**src/hw/rtl/cghr_pkg.sv**
```systemverilog
// package for the class graph hasse reduction block
// holds sizes, request codes and the controller/datapath command structs
`timescale 1ns / 1ps
`default_nettype none
package cghr_pkg;
   localparam int MaxVertices = 64;
   localparam int MaxClasses  = 32;
   localparam int MaxLinks    = 64;
   localparam int VertW  = 7;
   localparam int ClassW = 5;
   localparam int LinkW  = 6;
   localparam int CountW = 7;

   localparam logic [1:0] REQ_ASSIGN = 2'd0;
   localparam logic [1:0] REQ_EDGE   = 2'd1;
   localparam logic [1:0] REQ_FINISH = 2'd2;

   // commands from controller to datapath
   typedef struct packed {
      logic              map_write;   // write class map at vertex
      logic              map_read;    // read class map for both endpoints
      logic              scan_start;  // clear duplicate flag
      logic              scan_step;   // compare entry scan_idx
      logic              link_append; // append link or set overflow
      logic              reach_clear;
      logic              reach_load;  // or link scan_idx into reach rows
      logic              close_step;  // closure pivot pivot_idx
      logic              mark_step;   // reduction test of link scan_idx
      logic              finish_clear;
      logic [LinkW-1:0]  scan_idx;
      logic [LinkW-1:0]  inner_idx;
      logic [ClassW-1:0] pivot_idx;
   } cmd_type;

   // status from datapath to controller
   typedef struct packed {
      logic              dup_found;
      logic              same_class;
      logic              vert_ok;
      logic [CountW-1:0] link_count;
      logic              removed;       // link scan_idx is marked removed
      logic              removed_inner; // link inner_idx is marked removed
   } stat_type;
endpackage
`default_nettype wire

```
**src/hw/rtl/cghr_datapath.sv**
```systemverilog
// datapath: class map memory, link table, reach matrix, removal marks
// link table reads are registered, so scan, load and mark act in the cycle after their command
// depends on cghr_pkg
`timescale 1ns / 1ps
`default_nettype none
module cghr_datapath (
   input  wire logic                            clock,
   input  wire logic                            reset,
   input  wire cghr_pkg::cmd_type               cmd,
   input  wire logic [cghr_pkg::VertW-1:0]      vertex,
   input  wire logic [cghr_pkg::VertW-1:0]      target_vertex,
   input  wire logic [cghr_pkg::ClassW-1:0]     class_id,
   output cghr_pkg::stat_type                   stat,
   output logic [cghr_pkg::ClassW-1:0]          link_from,
   output logic [cghr_pkg::ClassW-1:0]          link_to,
   output logic                                 overflow
);
   localparam int NC = cghr_pkg::MaxClasses;
   localparam int NL = cghr_pkg::MaxLinks;
   localparam int CW = cghr_pkg::ClassW;

   logic [CW-1:0] map_mem [cghr_pkg::MaxVertices+1];
   logic [CW-1:0] c1_ff, c2_ff;
   logic [CW-1:0] from_tab [NL];
   logic [CW-1:0] to_tab [NL];
   logic [NC-1:0] reach_ff [NC];
   logic [NL-1:0] removed_ff;
   logic [cghr_pkg::CountW-1:0] count_ff;
   logic ovf_ff, dup_ff, vok_ff;
   logic [CW-1:0] sf_ff, st_ff, jf_ff, jt_ff;
   logic scan_d_ff, load_d_ff, mark_d_ff;
   logic [cghr_pkg::LinkW-1:0] si_d_ff, ji_d_ff;

   // class map memory, read both endpoints
   always_ff @(posedge clock) begin
      if (cmd.map_write && vertex <= cghr_pkg::VertW'(cghr_pkg::MaxVertices))
         map_mem[vertex] <= class_id;
      if (cmd.map_read) begin
         c1_ff <= map_mem[vertex <= cghr_pkg::VertW'(cghr_pkg::MaxVertices) ? vertex : '0];
         c2_ff <= map_mem[target_vertex <= cghr_pkg::VertW'(cghr_pkg::MaxVertices)
                          ? target_vertex : '0];
      end
   end

   // link table entries, registered reads at the scan and inner index
   always_ff @(posedge clock) begin
      if (cmd.link_append && !dup_ff && count_ff < cghr_pkg::CountW'(NL)) begin
         from_tab[count_ff[cghr_pkg::LinkW-1:0]] <= c1_ff;
         to_tab[count_ff[cghr_pkg::LinkW-1:0]]   <= c2_ff;
      end
      sf_ff <= from_tab[cmd.scan_idx];
      st_ff <= to_tab[cmd.scan_idx];
      jf_ff <= from_tab[cmd.inner_idx];
      jt_ff <= to_tab[cmd.inner_idx];
   end

   // commands that use read data, aligned with the registered reads
   always_ff @(posedge clock) begin
      if (reset) begin
         scan_d_ff <= 1'b0; load_d_ff <= 1'b0; mark_d_ff <= 1'b0;
         si_d_ff <= '0; ji_d_ff <= '0;
      end else begin
         scan_d_ff <= cmd.scan_step;
         load_d_ff <= cmd.reach_load;
         mark_d_ff <= cmd.mark_step;
         si_d_ff <= cmd.scan_idx;
         ji_d_ff <= cmd.inner_idx;
      end
   end

   // control state of the link set
   always_ff @(posedge clock) begin
      if (reset) begin
         count_ff <= '0; ovf_ff <= 1'b0; dup_ff <= 1'b0; vok_ff <= 1'b0;
         removed_ff <= '0;
         for (int i = 0; i < NC; i++) reach_ff[i] <= '0;
      end else begin
         if (cmd.map_read)
            vok_ff <= vertex <= cghr_pkg::VertW'(cghr_pkg::MaxVertices) &&
                      target_vertex <= cghr_pkg::VertW'(cghr_pkg::MaxVertices);
         if (cmd.scan_start) dup_ff <= 1'b0;
         if (scan_d_ff && sf_ff == c1_ff && st_ff == c2_ff) dup_ff <= 1'b1;
         if (cmd.link_append && !dup_ff) begin
            if (count_ff < cghr_pkg::CountW'(NL)) count_ff <= count_ff + 1'b1;
            else ovf_ff <= 1'b1;
         end
         if (cmd.reach_clear) begin
            for (int i = 0; i < NC; i++) reach_ff[i] <= '0;
            removed_ff <= '0;
         end
         if (load_d_ff) reach_ff[sf_ff][st_ff] <= 1'b1;
         if (cmd.close_step)
            for (int x = 0; x < NC; x++)
               if (reach_ff[x][cmd.pivot_idx])
                  reach_ff[x] <= reach_ff[x] | reach_ff[cmd.pivot_idx];
         if (mark_d_ff && ji_d_ff != si_d_ff && jf_ff == sf_ff && jt_ff != st_ff
             && reach_ff[jt_ff][st_ff])
            removed_ff[si_d_ff] <= 1'b1;
         if (cmd.finish_clear) begin
            count_ff <= '0; ovf_ff <= 1'b0; removed_ff <= '0;
            for (int i = 0; i < NC; i++) reach_ff[i] <= '0;
         end
      end
   end

   assign stat.dup_found     = dup_ff;
   assign stat.same_class    = c1_ff == c2_ff;
   assign stat.vert_ok       = vok_ff;
   assign stat.link_count    = count_ff;
   assign stat.removed       = removed_ff[cmd.scan_idx];
   assign stat.removed_inner = removed_ff[cmd.inner_idx];
   assign link_from = sf_ff;
   assign link_to   = st_ff;
   assign overflow  = ovf_ff;

   // a link is never appended past the table size
   a_count_max: assert property (@(posedge clock) disable iff (reset)
      count_ff <= cghr_pkg::CountW'(NL)) else $error("link count beyond table");
   // overflow only rises while the table is full
   a_ovf_full: assert property (@(posedge clock) disable iff (reset)
      $rose(ovf_ff) |-> count_ff == cghr_pkg::CountW'(NL)) else $error("early overflow");
   // finish clears the table
   a_clear: assert property (@(posedge clock) disable iff (reset)
      cmd.finish_clear |=> count_ff == '0 && !ovf_ff) else $error("table not cleared");
endmodule
`default_nettype wire

```
**src/hw/rtl/cghr_control.sv**
```systemverilog
// controller state machine: sequences edge scans and the finish passes
// depends on cghr_pkg
`timescale 1ns / 1ps
`default_nettype none
module cghr_control (
   input  wire logic                 clock,
   input  wire logic                 reset,
   input  wire logic                 req_tvalid,
   output logic                      req_tready,
   input  wire logic [1:0]           req_kind,
   output cghr_pkg::cmd_type         cmd,
   input  wire cghr_pkg::stat_type   stat,
   output logic                      out_valid,
   output logic                      out_last,
   output logic                      out_none,
   input  wire logic                 out_ready
);
   localparam logic [3:0] S_IDLE = 4'd0, S_LOOK = 4'd1, S_SCAN = 4'd2, S_ADD = 4'd3,
      S_LOAD = 4'd4, S_CLOSE = 4'd5, S_MARK = 4'd6, S_EMIT = 4'd7, S_NONE = 4'd8,
      S_DONE = 4'd9, S_AHEAD = 4'd10;
   localparam int LW = cghr_pkg::LinkW;

   logic [3:0] state_ff, state_in;
   logic [LW:0] i_ff, i_in;   // outer index, one bit to reach the count
   logic [LW:0] j_ff, j_in;
   logic [cghr_pkg::ClassW:0] p_ff, p_in;
   logic any_ff, any_in;
   logic [LW:0] cnt;

   assign cnt = stat.link_count;
   assign req_tready = state_ff == S_IDLE;

   always_comb begin
      cmd = '0;
      cmd.scan_idx  = i_ff[LW-1:0];
      cmd.inner_idx = j_ff[LW-1:0];
      cmd.pivot_idx = p_ff[cghr_pkg::ClassW-1:0];
      state_in = state_ff; i_in = i_ff; j_in = j_ff; p_in = p_ff; any_in = any_ff;
      out_valid = 1'b0; out_last = 1'b0; out_none = 1'b0;
      unique case (state_ff)
         S_IDLE: if (req_tvalid) begin
            unique case (req_kind)
               cghr_pkg::REQ_ASSIGN: cmd.map_write = 1'b1;
               cghr_pkg::REQ_EDGE: begin
                  cmd.map_read = 1'b1; state_in = S_LOOK;
               end
               cghr_pkg::REQ_FINISH: begin
                  cmd.reach_clear = 1'b1; i_in = '0; state_in = S_LOAD;
               end
               default: ;
            endcase
         end
         S_LOOK: begin
            cmd.scan_start = 1'b1; i_in = '0;
            state_in = (!stat.vert_ok || stat.same_class) ? S_IDLE : S_SCAN;
         end
         S_SCAN: if (i_ff >= cnt) state_in = S_ADD;
            else begin cmd.scan_step = 1'b1; i_in = i_ff + 1'b1; end
         S_ADD: begin cmd.link_append = 1'b1; state_in = S_IDLE; end
         S_LOAD: if (i_ff >= cnt) begin p_in = '0; state_in = S_CLOSE; end
            else begin cmd.reach_load = 1'b1; i_in = i_ff + 1'b1; end
         S_CLOSE: begin
            cmd.close_step = 1'b1; p_in = p_ff + 1'b1;
            if (p_ff == (cghr_pkg::ClassW+1)'(cghr_pkg::MaxClasses - 1)) begin
               i_in = '0; j_in = '0; state_in = S_MARK;
            end
         end
         S_MARK: if (i_ff >= cnt) begin
               i_in = '0; any_in = 1'b0; state_in = S_EMIT;
            end else if (j_ff >= cnt) begin
               j_in = '0; i_in = i_ff + 1'b1;
            end else begin cmd.mark_step = 1'b1; j_in = j_ff + 1'b1; end
         S_EMIT: begin
            // find whether link i is the last survivor by look-ahead over j
            if (i_ff >= cnt) state_in = any_ff ? S_DONE : S_NONE;
            else if (stat.removed) i_in = i_ff + 1'b1;
            else begin
               // hold link i, look ahead with j for another survivor
               j_in = i_ff + 1'b1;
               state_in = S_AHEAD;
            end
         end
         S_AHEAD: begin // look-ahead: scan j for a later survivor
            if (j_ff >= cnt || !stat.removed_inner) begin
               out_valid = 1'b1; out_last = j_ff >= cnt;
               if (out_ready) begin
                  any_in = 1'b1;
                  if (j_ff >= cnt) begin cmd.finish_clear = 1'b1; state_in = S_IDLE; end
                  else begin i_in = j_ff; state_in = S_EMIT; end
               end
            end else j_in = j_ff + 1'b1;
         end
         S_NONE: begin
            out_valid = 1'b1; out_last = 1'b1; out_none = 1'b1;
            if (out_ready) begin cmd.finish_clear = 1'b1; state_in = S_IDLE; end
         end
         S_DONE: begin cmd.finish_clear = 1'b1; state_in = S_IDLE; end
         default: state_in = S_IDLE;
      endcase
   end

   always_ff @(posedge clock) begin
      if (reset) begin
         state_ff <= S_IDLE; i_ff <= '0; j_ff <= '0; p_ff <= '0; any_ff <= 1'b0;
      end else begin
         state_ff <= state_in; i_ff <= i_in; j_ff <= j_in; p_ff <= p_in;
         any_ff <= any_in;
      end
   end

   // nothing is accepted while a result is shown
   a_excl: assert property (@(posedge clock) disable iff (reset)
      out_valid |-> !req_tready) else $error("accept during emit");
   // a shown result that stalls stays
   a_hold: assert property (@(posedge clock) disable iff (reset)
      out_valid && !out_ready |=> out_valid) else $error("result dropped");
   // link scans stay within the table
   a_idx: assert property (@(posedge clock) disable iff (reset)
      cmd.scan_step |-> i_ff < cnt) else $error("scan beyond count");
endmodule
`default_nettype wire

```
**src/hw/rtl/class_graph_hasse_reduction.sv**
```systemverilog
// top level of the class graph hasse reduction block
// joins cghr_control and cghr_datapath; depends on cghr_pkg
//
// usage: send assignment items (vertex to class), then edge items, then a
// finish item. an edge scans the stored link table one entry a cycle; an
// edge whose ends share a class or that has a vertex out of range skips the
// scan. finish loads the reach matrix, closes it over all 32 pivots, tests
// every pair of links, then emits the surviving links in insertion order on
// rsp, the last with tlast high. before each survivor is shown, the removed
// links that follow it are passed over in a look-ahead. if none survive,
// one item with no_links set is emitted. items are taken one at a time: the
// input is not ready while an item is at work; a stalled rsp holds its item
// until taken. after finish the link table and overflow clear; the class map
// is kept. reset empties the table and the reach matrix.
`timescale 1ns / 1ps
`default_nettype none
module class_graph_hasse_reduction (
   input  wire logic        clock,
   input  wire logic        reset,
   input  wire logic        req_tvalid,
   output logic             req_tready,
   input  wire logic [1:0]  req_tuser,  // req_type
   input  wire logic [23:0] req_tdata,  // vertex, target_vertex, class_id
   output logic             rsp_tvalid,
   input  wire logic        rsp_tready,
   output logic             rsp_tlast,  // last
   output logic [1:0]       rsp_tuser,  // no_links, overflow
   output logic [15:0]      rsp_tdata   // link_from, link_to
);
   cghr_pkg::cmd_type cmd;
   cghr_pkg::stat_type stat;
   logic [4:0] lf, lt;
   logic ovf, none;

   cghr_control u_ctl (
      .clock, .reset, .req_tvalid, .req_tready, .req_kind(req_tuser),
      .cmd, .stat, .out_valid(rsp_tvalid), .out_last(rsp_tlast),
      .out_none(none), .out_ready(rsp_tready));

   cghr_datapath u_dp (
      .clock, .reset, .cmd, .vertex(req_tdata[6:0]), .target_vertex(req_tdata[13:7]),
      .class_id(req_tdata[18:14]), .stat, .link_from(lf), .link_to(lt), .overflow(ovf));

   assign rsp_tdata = none ? 16'd0 : {6'd0, lt, lf};
   assign rsp_tuser = {ovf, none};
endmodule
`default_nettype wire
```
**config.mk**
```make
export PLATFORM = sky130hd
export DESIGN_NAME = class_graph_hasse_reduction
export DESIGN_NICKNAME = d
export VERILOG_FILES = /design/src/hw/rtl/cghr_pkg.sv /design/src/hw/rtl/cghr_datapath.sv /design/src/hw/rtl/cghr_control.sv /design/src/hw/rtl/class_graph_hasse_reduction.sv
export SDC_FILE = /design/constraint.sdc
export NUM_CORES = 2
export LEC_CHECK = 0
export BUFFER_PORTS_ARGS = -buffer_cell sky130_fd_sc_hd__buf_2
export CORE_UTILIZATION = 45
export DETAILED_ROUTE_END_ITERATION = 10
export SETUP_SLACK_MARGIN = 0.15
export SYNTH_ARGS = -nofsm -noshare
export SYNTH_HDL_FRONTEND = slang
export SYNTH_SLANG_ARGS = --single-unit
```
**constraint.sdc**
```tcl
create_clock -name clock -period 11.55 [get_ports clock]
set_input_delay 2.31 -clock clock [delete_from_list [all_inputs] [get_ports clock]]
set_output_delay 2.31 -clock clock [all_outputs]
set_load 0.02 [all_outputs]
```
==> impl_metrics.csv <==
group,metric,value,unit
run_status,status,"complete, but fails checks",
run_status,violations,"max-capacitance violations, max-slew violations",
clock_network,clock_latency,910,ps
clock_network,numCtsBuffers,227,
yosys,synth-seq-area-share,0.470,
finish,fillers,21000,
hold_path,whs_path_depth,2,
grt,top_usage_layer,"met2",
critical_path,path_cells,"buf_2 > buf_4 > clkinv_1 > nand2b_2 > buf_4 > a21oi_2 > buf_4 > a22oi_1 > nand4_1 > nor4b_4 > buf_4 > nand3_4 > buf_4 > o22ai_1",
critical_path,start_kind,"input port",
grt,antenna_found_initial,24,
sta,finalMaxSlewViolations,4,
sta,min_period,7300,ps
clock_network,cts_num_sinks,2138,
grt,met3_usage,0.0911,
sta,worstMarginPinSlew,1550,ps
yosys,ys_ff_latch,2138,
yosys,syn_inst,8434,
route,drt_iter0_drc,15000,
critical_path,r2r_end,"u_dp.reach_ff[6][14]$_DFF_P_",
die,die-area,250000,µm²
critical_path,reg2reg_setup_slack,4480,ps
yosys,post_synth.cell_area_avg,13.3,µm²
yosys,async_flop_share,0,
die,fp.dieH,500,µm
grt,grt_pass1_vias,81200,
critical_path,cpPeakStageDelay,870,ps
finish,regArea,52600,µm²
sta,hold_violations,0,
placed_design,port_buffers,39,
sta,slew_headroom,-0.0447,
finish,fin_nets,8044,
clock_network,cts_tree,"done",
yosys,synth_top_area_frac,0.299,
route,post_drt_wl_per_cell,36.5,µm
die,core-area,246000,µm²
die,start_util,0.454,
power,power_density,132,nW/µm²
grt,gr-usage-all-layers,0.329,
hold_path,hold_end,"u_dp.removed_ff[17]$_SDFF_PP0_",
grt,grt_max_degree,235,
route,antenna_left,0,
grt,gr-usage-met2,0.500,
clock_network,htreeDepth,4,
critical_path,rr_worst_depth,13,
clock_network,cts_buffer_depth,3,
power,vdd_drop_max,0.000159,V
critical_path,critPathKind,"input port to register",
grt,grt_pass1_wl,598000,µm
yosys,synth-edff-count,975,
route,firstDrtPassIters,8,
yosys,yosysWarningCount,0,
yosys,syn_area,112000,µm²
critical_path,cp_data_arrival_time,8070,ps
placed_design,routabilityCongestion,1.02,
hold_path,hold_start,"u_dp.removed_ff[17]$_SDFF_PP0_",
critical_path,timing.rr.start,"u_ctl.p_ff[1]$_SDFFE_PP0P_",
finish,syn_to_final_growth,9.42,%
hold_path,hold_class,"register to register",
route,drc,0,
critical_path,cp.required,12320,ps
clock_network,root_buffer,"clkbuf_16",
sta,final.period_utilization,0.632,
placed_design,hpwl,278000,µm
route,routed_wirelength,420000,µm
flow_run,maxCapViolCount,1,
die,rows,182,
clock_network,clk_pin_slew,70,ps
sta,tns,0,ps
power,p_leak,35.5,nW
yosys,ys_types,73,
clock_network,cts_hold_buf,0,
sta,setup_viol,0,
clock_network,cts_setup_buffers,0,
grt,gr-total-overflow,0,
finish,multiInputGateArea,55600,µm²
sta,clock.fmax,0.137,GHz
sta,clock_skew,57.4,ps
critical_path,slowest_stage,"a22oi_1",
route,num_vias,85600,
yosys,synthTopCellsByArea,"mux4_2 (30%), edfxtp_1 (26%), dfxtp_1 (21%), o22ai_1 (6.1%), a21oi_1 (4.8%)",
finish,drive_gt1_frac,0.282,
yosys,yosysTopAreaCell,"mux4_2",
die,io_pins,51,
power,total_power,16.1,mW
critical_path,path_common_cell,"buf_4",
die,die_x,500,µm
clock_network,cts_resized,0,
route,viasPerCell,7.43,
critical_path,path_max_fanout,73,
sta,rsz0062_at_grt,"false",
yosys,synth_top_flop_cell,"dfxtp_1",
critical_path,critPathCaptureType,"register",
grt,grtUsageMet1,0.426,
## final cells by class
type,instances,area share
diodes,13,0.000266
clock buffers,296,0.0506
clock inverters,129,0.0124
inverters,24,0.000737
multi-input cells,5342,0.455
flip-flops and latches,2138,0.430
well taps,3312,0.0339
repair buffers,263,0.0168
## report_power, final
group	switching, mW	internal [mW]
combinational	0.420	0.193
clock	3.29	4.29
sequential	0.0219	7.91
## kinds of logic after synthesis
family / share of synthesized area
muxes: 0.309
and+or+nand+nor: 0.0413
buffers and inverters: 0.0353
AOI/OAI and AO/OA: 0.138
adders and majority gates: 0.00201
other: 0.0000335
DFF: 0.470
xor gates and xnor gates: 0.00353
## routing by layer
metal,part of all wire,vias to the layer above
li1,-,33900
met1,0.36,43700
met2,0.45,6825
met3,0.13,1206
met4,0.065,14
met5,0.00023,-
## critical path: cells and delay by family
kind	cells	cell delay (ps)
AO/OA/AOI/OAI	3	1210
buffers and inverters	7	2730
AND/OR/NAND/NOR	4	1620
## layout by cell type, fill, tap and decap left out, types with 36 or more instances in the layout
| cell type | instances |
|---|---|
| nand2_1 | 531 |
| mux2_2 | 66 |
| o31ai_1 | 36 |
| clkinv_2 | 57 |
| nand3_1 | 61 |
| dfxtp_1 | 1141 |
| buf_4 | 211 |
| mux4_2 | 1486 |
| buf_2 | 38 |
| edfxtp_1 | 975 |
| o221ai_1 | 87 |
| a22oi_1 | 51 |
| clkbuf_1 | 44 |
| nor2b_1 | 42 |
| clkbuf_16 | 227 |
| o22ai_1 | 1090 |
| nor2_1 | 271 |
| a21oi_1 | 1055 |
| o21ai_0 | 182 |
## flip-flops by register name, summed over array words and instances (netlist names), 7 cells and up, named ones only
register         flops
u_dp.count_ff        7
u_ctl.j_ff           7
u_dp.map_mem       325
u_dp.reach_ff     1024
u_dp.removed_ff     64
u_dp.to_tab        320
u_ctl.i_ff           7
u_dp.from_tab      320
## per-stage QoR
step,worst slack [ps],hold WS (ps),std cells,area [µm²],utilization
CTS,4100,474,11500,122000,0.496
floorplan,5540,436,8439,112000,-
global route,4010,489,11500,122000,0.496
finish,4250,473,11500,122000,0.496
global placement,3960,445,11100,115000,0.465
detailed placement,3880,460,11100,115000,0.465
## how the worst max path moves through the flow
stage,endpoint,from,depth (start not counted),slack (ps)
after floorplan,rsp_tlast,u_ctl.j_ff[0]$_SDFFE_PP0P_,12,5540
after global placement,u_dp.reach_ff[6][14]$_DFF_P_,reset,14,3960
after detailed placement,u_dp.reach_ff[9][2]$_DFF_P_,reset,14,3880
after CTS,rsp_tvalid,u_ctl.j_ff[0]$_SDFFE_PP0P_,7,4100
after global routing,rsp_tvalid,u_ctl.j_ff[0]$_SDFFE_PP0P_,7,4010
final,u_dp.reach_ff[6][14]$_DFF_P_,reset,14,4250
## cells in the mapped netlist (9+ instances only)
cell / number
buf_2: 75
ha_1: 18
buf_1: 105
o22ai_1: 1090
clkbuf_1: 709
o31ai_1: 36
mux2_2: 66
nor4_1: 14
xnor2_1: 28
a211oi_1: 10
nand2b_1: 23
mux4_2: 1486
o211ai_1: 9
xor2_1: 17
a21oi_1: 1074
nand3b_1: 13
dfxtp_1: 1163
nor3_1: 16
o221a_2: 32
nand3_1: 61
a22oi_1: 51
nand2_1: 535
edfxtp_1: 975
o21ai_0: 182
o221ai_1: 87
nand4_1: 9
nor2_1: 293
mux2i_1: 35
buf_4: 26
inv_1: 16
nor2b_1: 48
and2_1: 10
buf_6: 20
No activity file was read; power rests on OpenSTA's default activity.
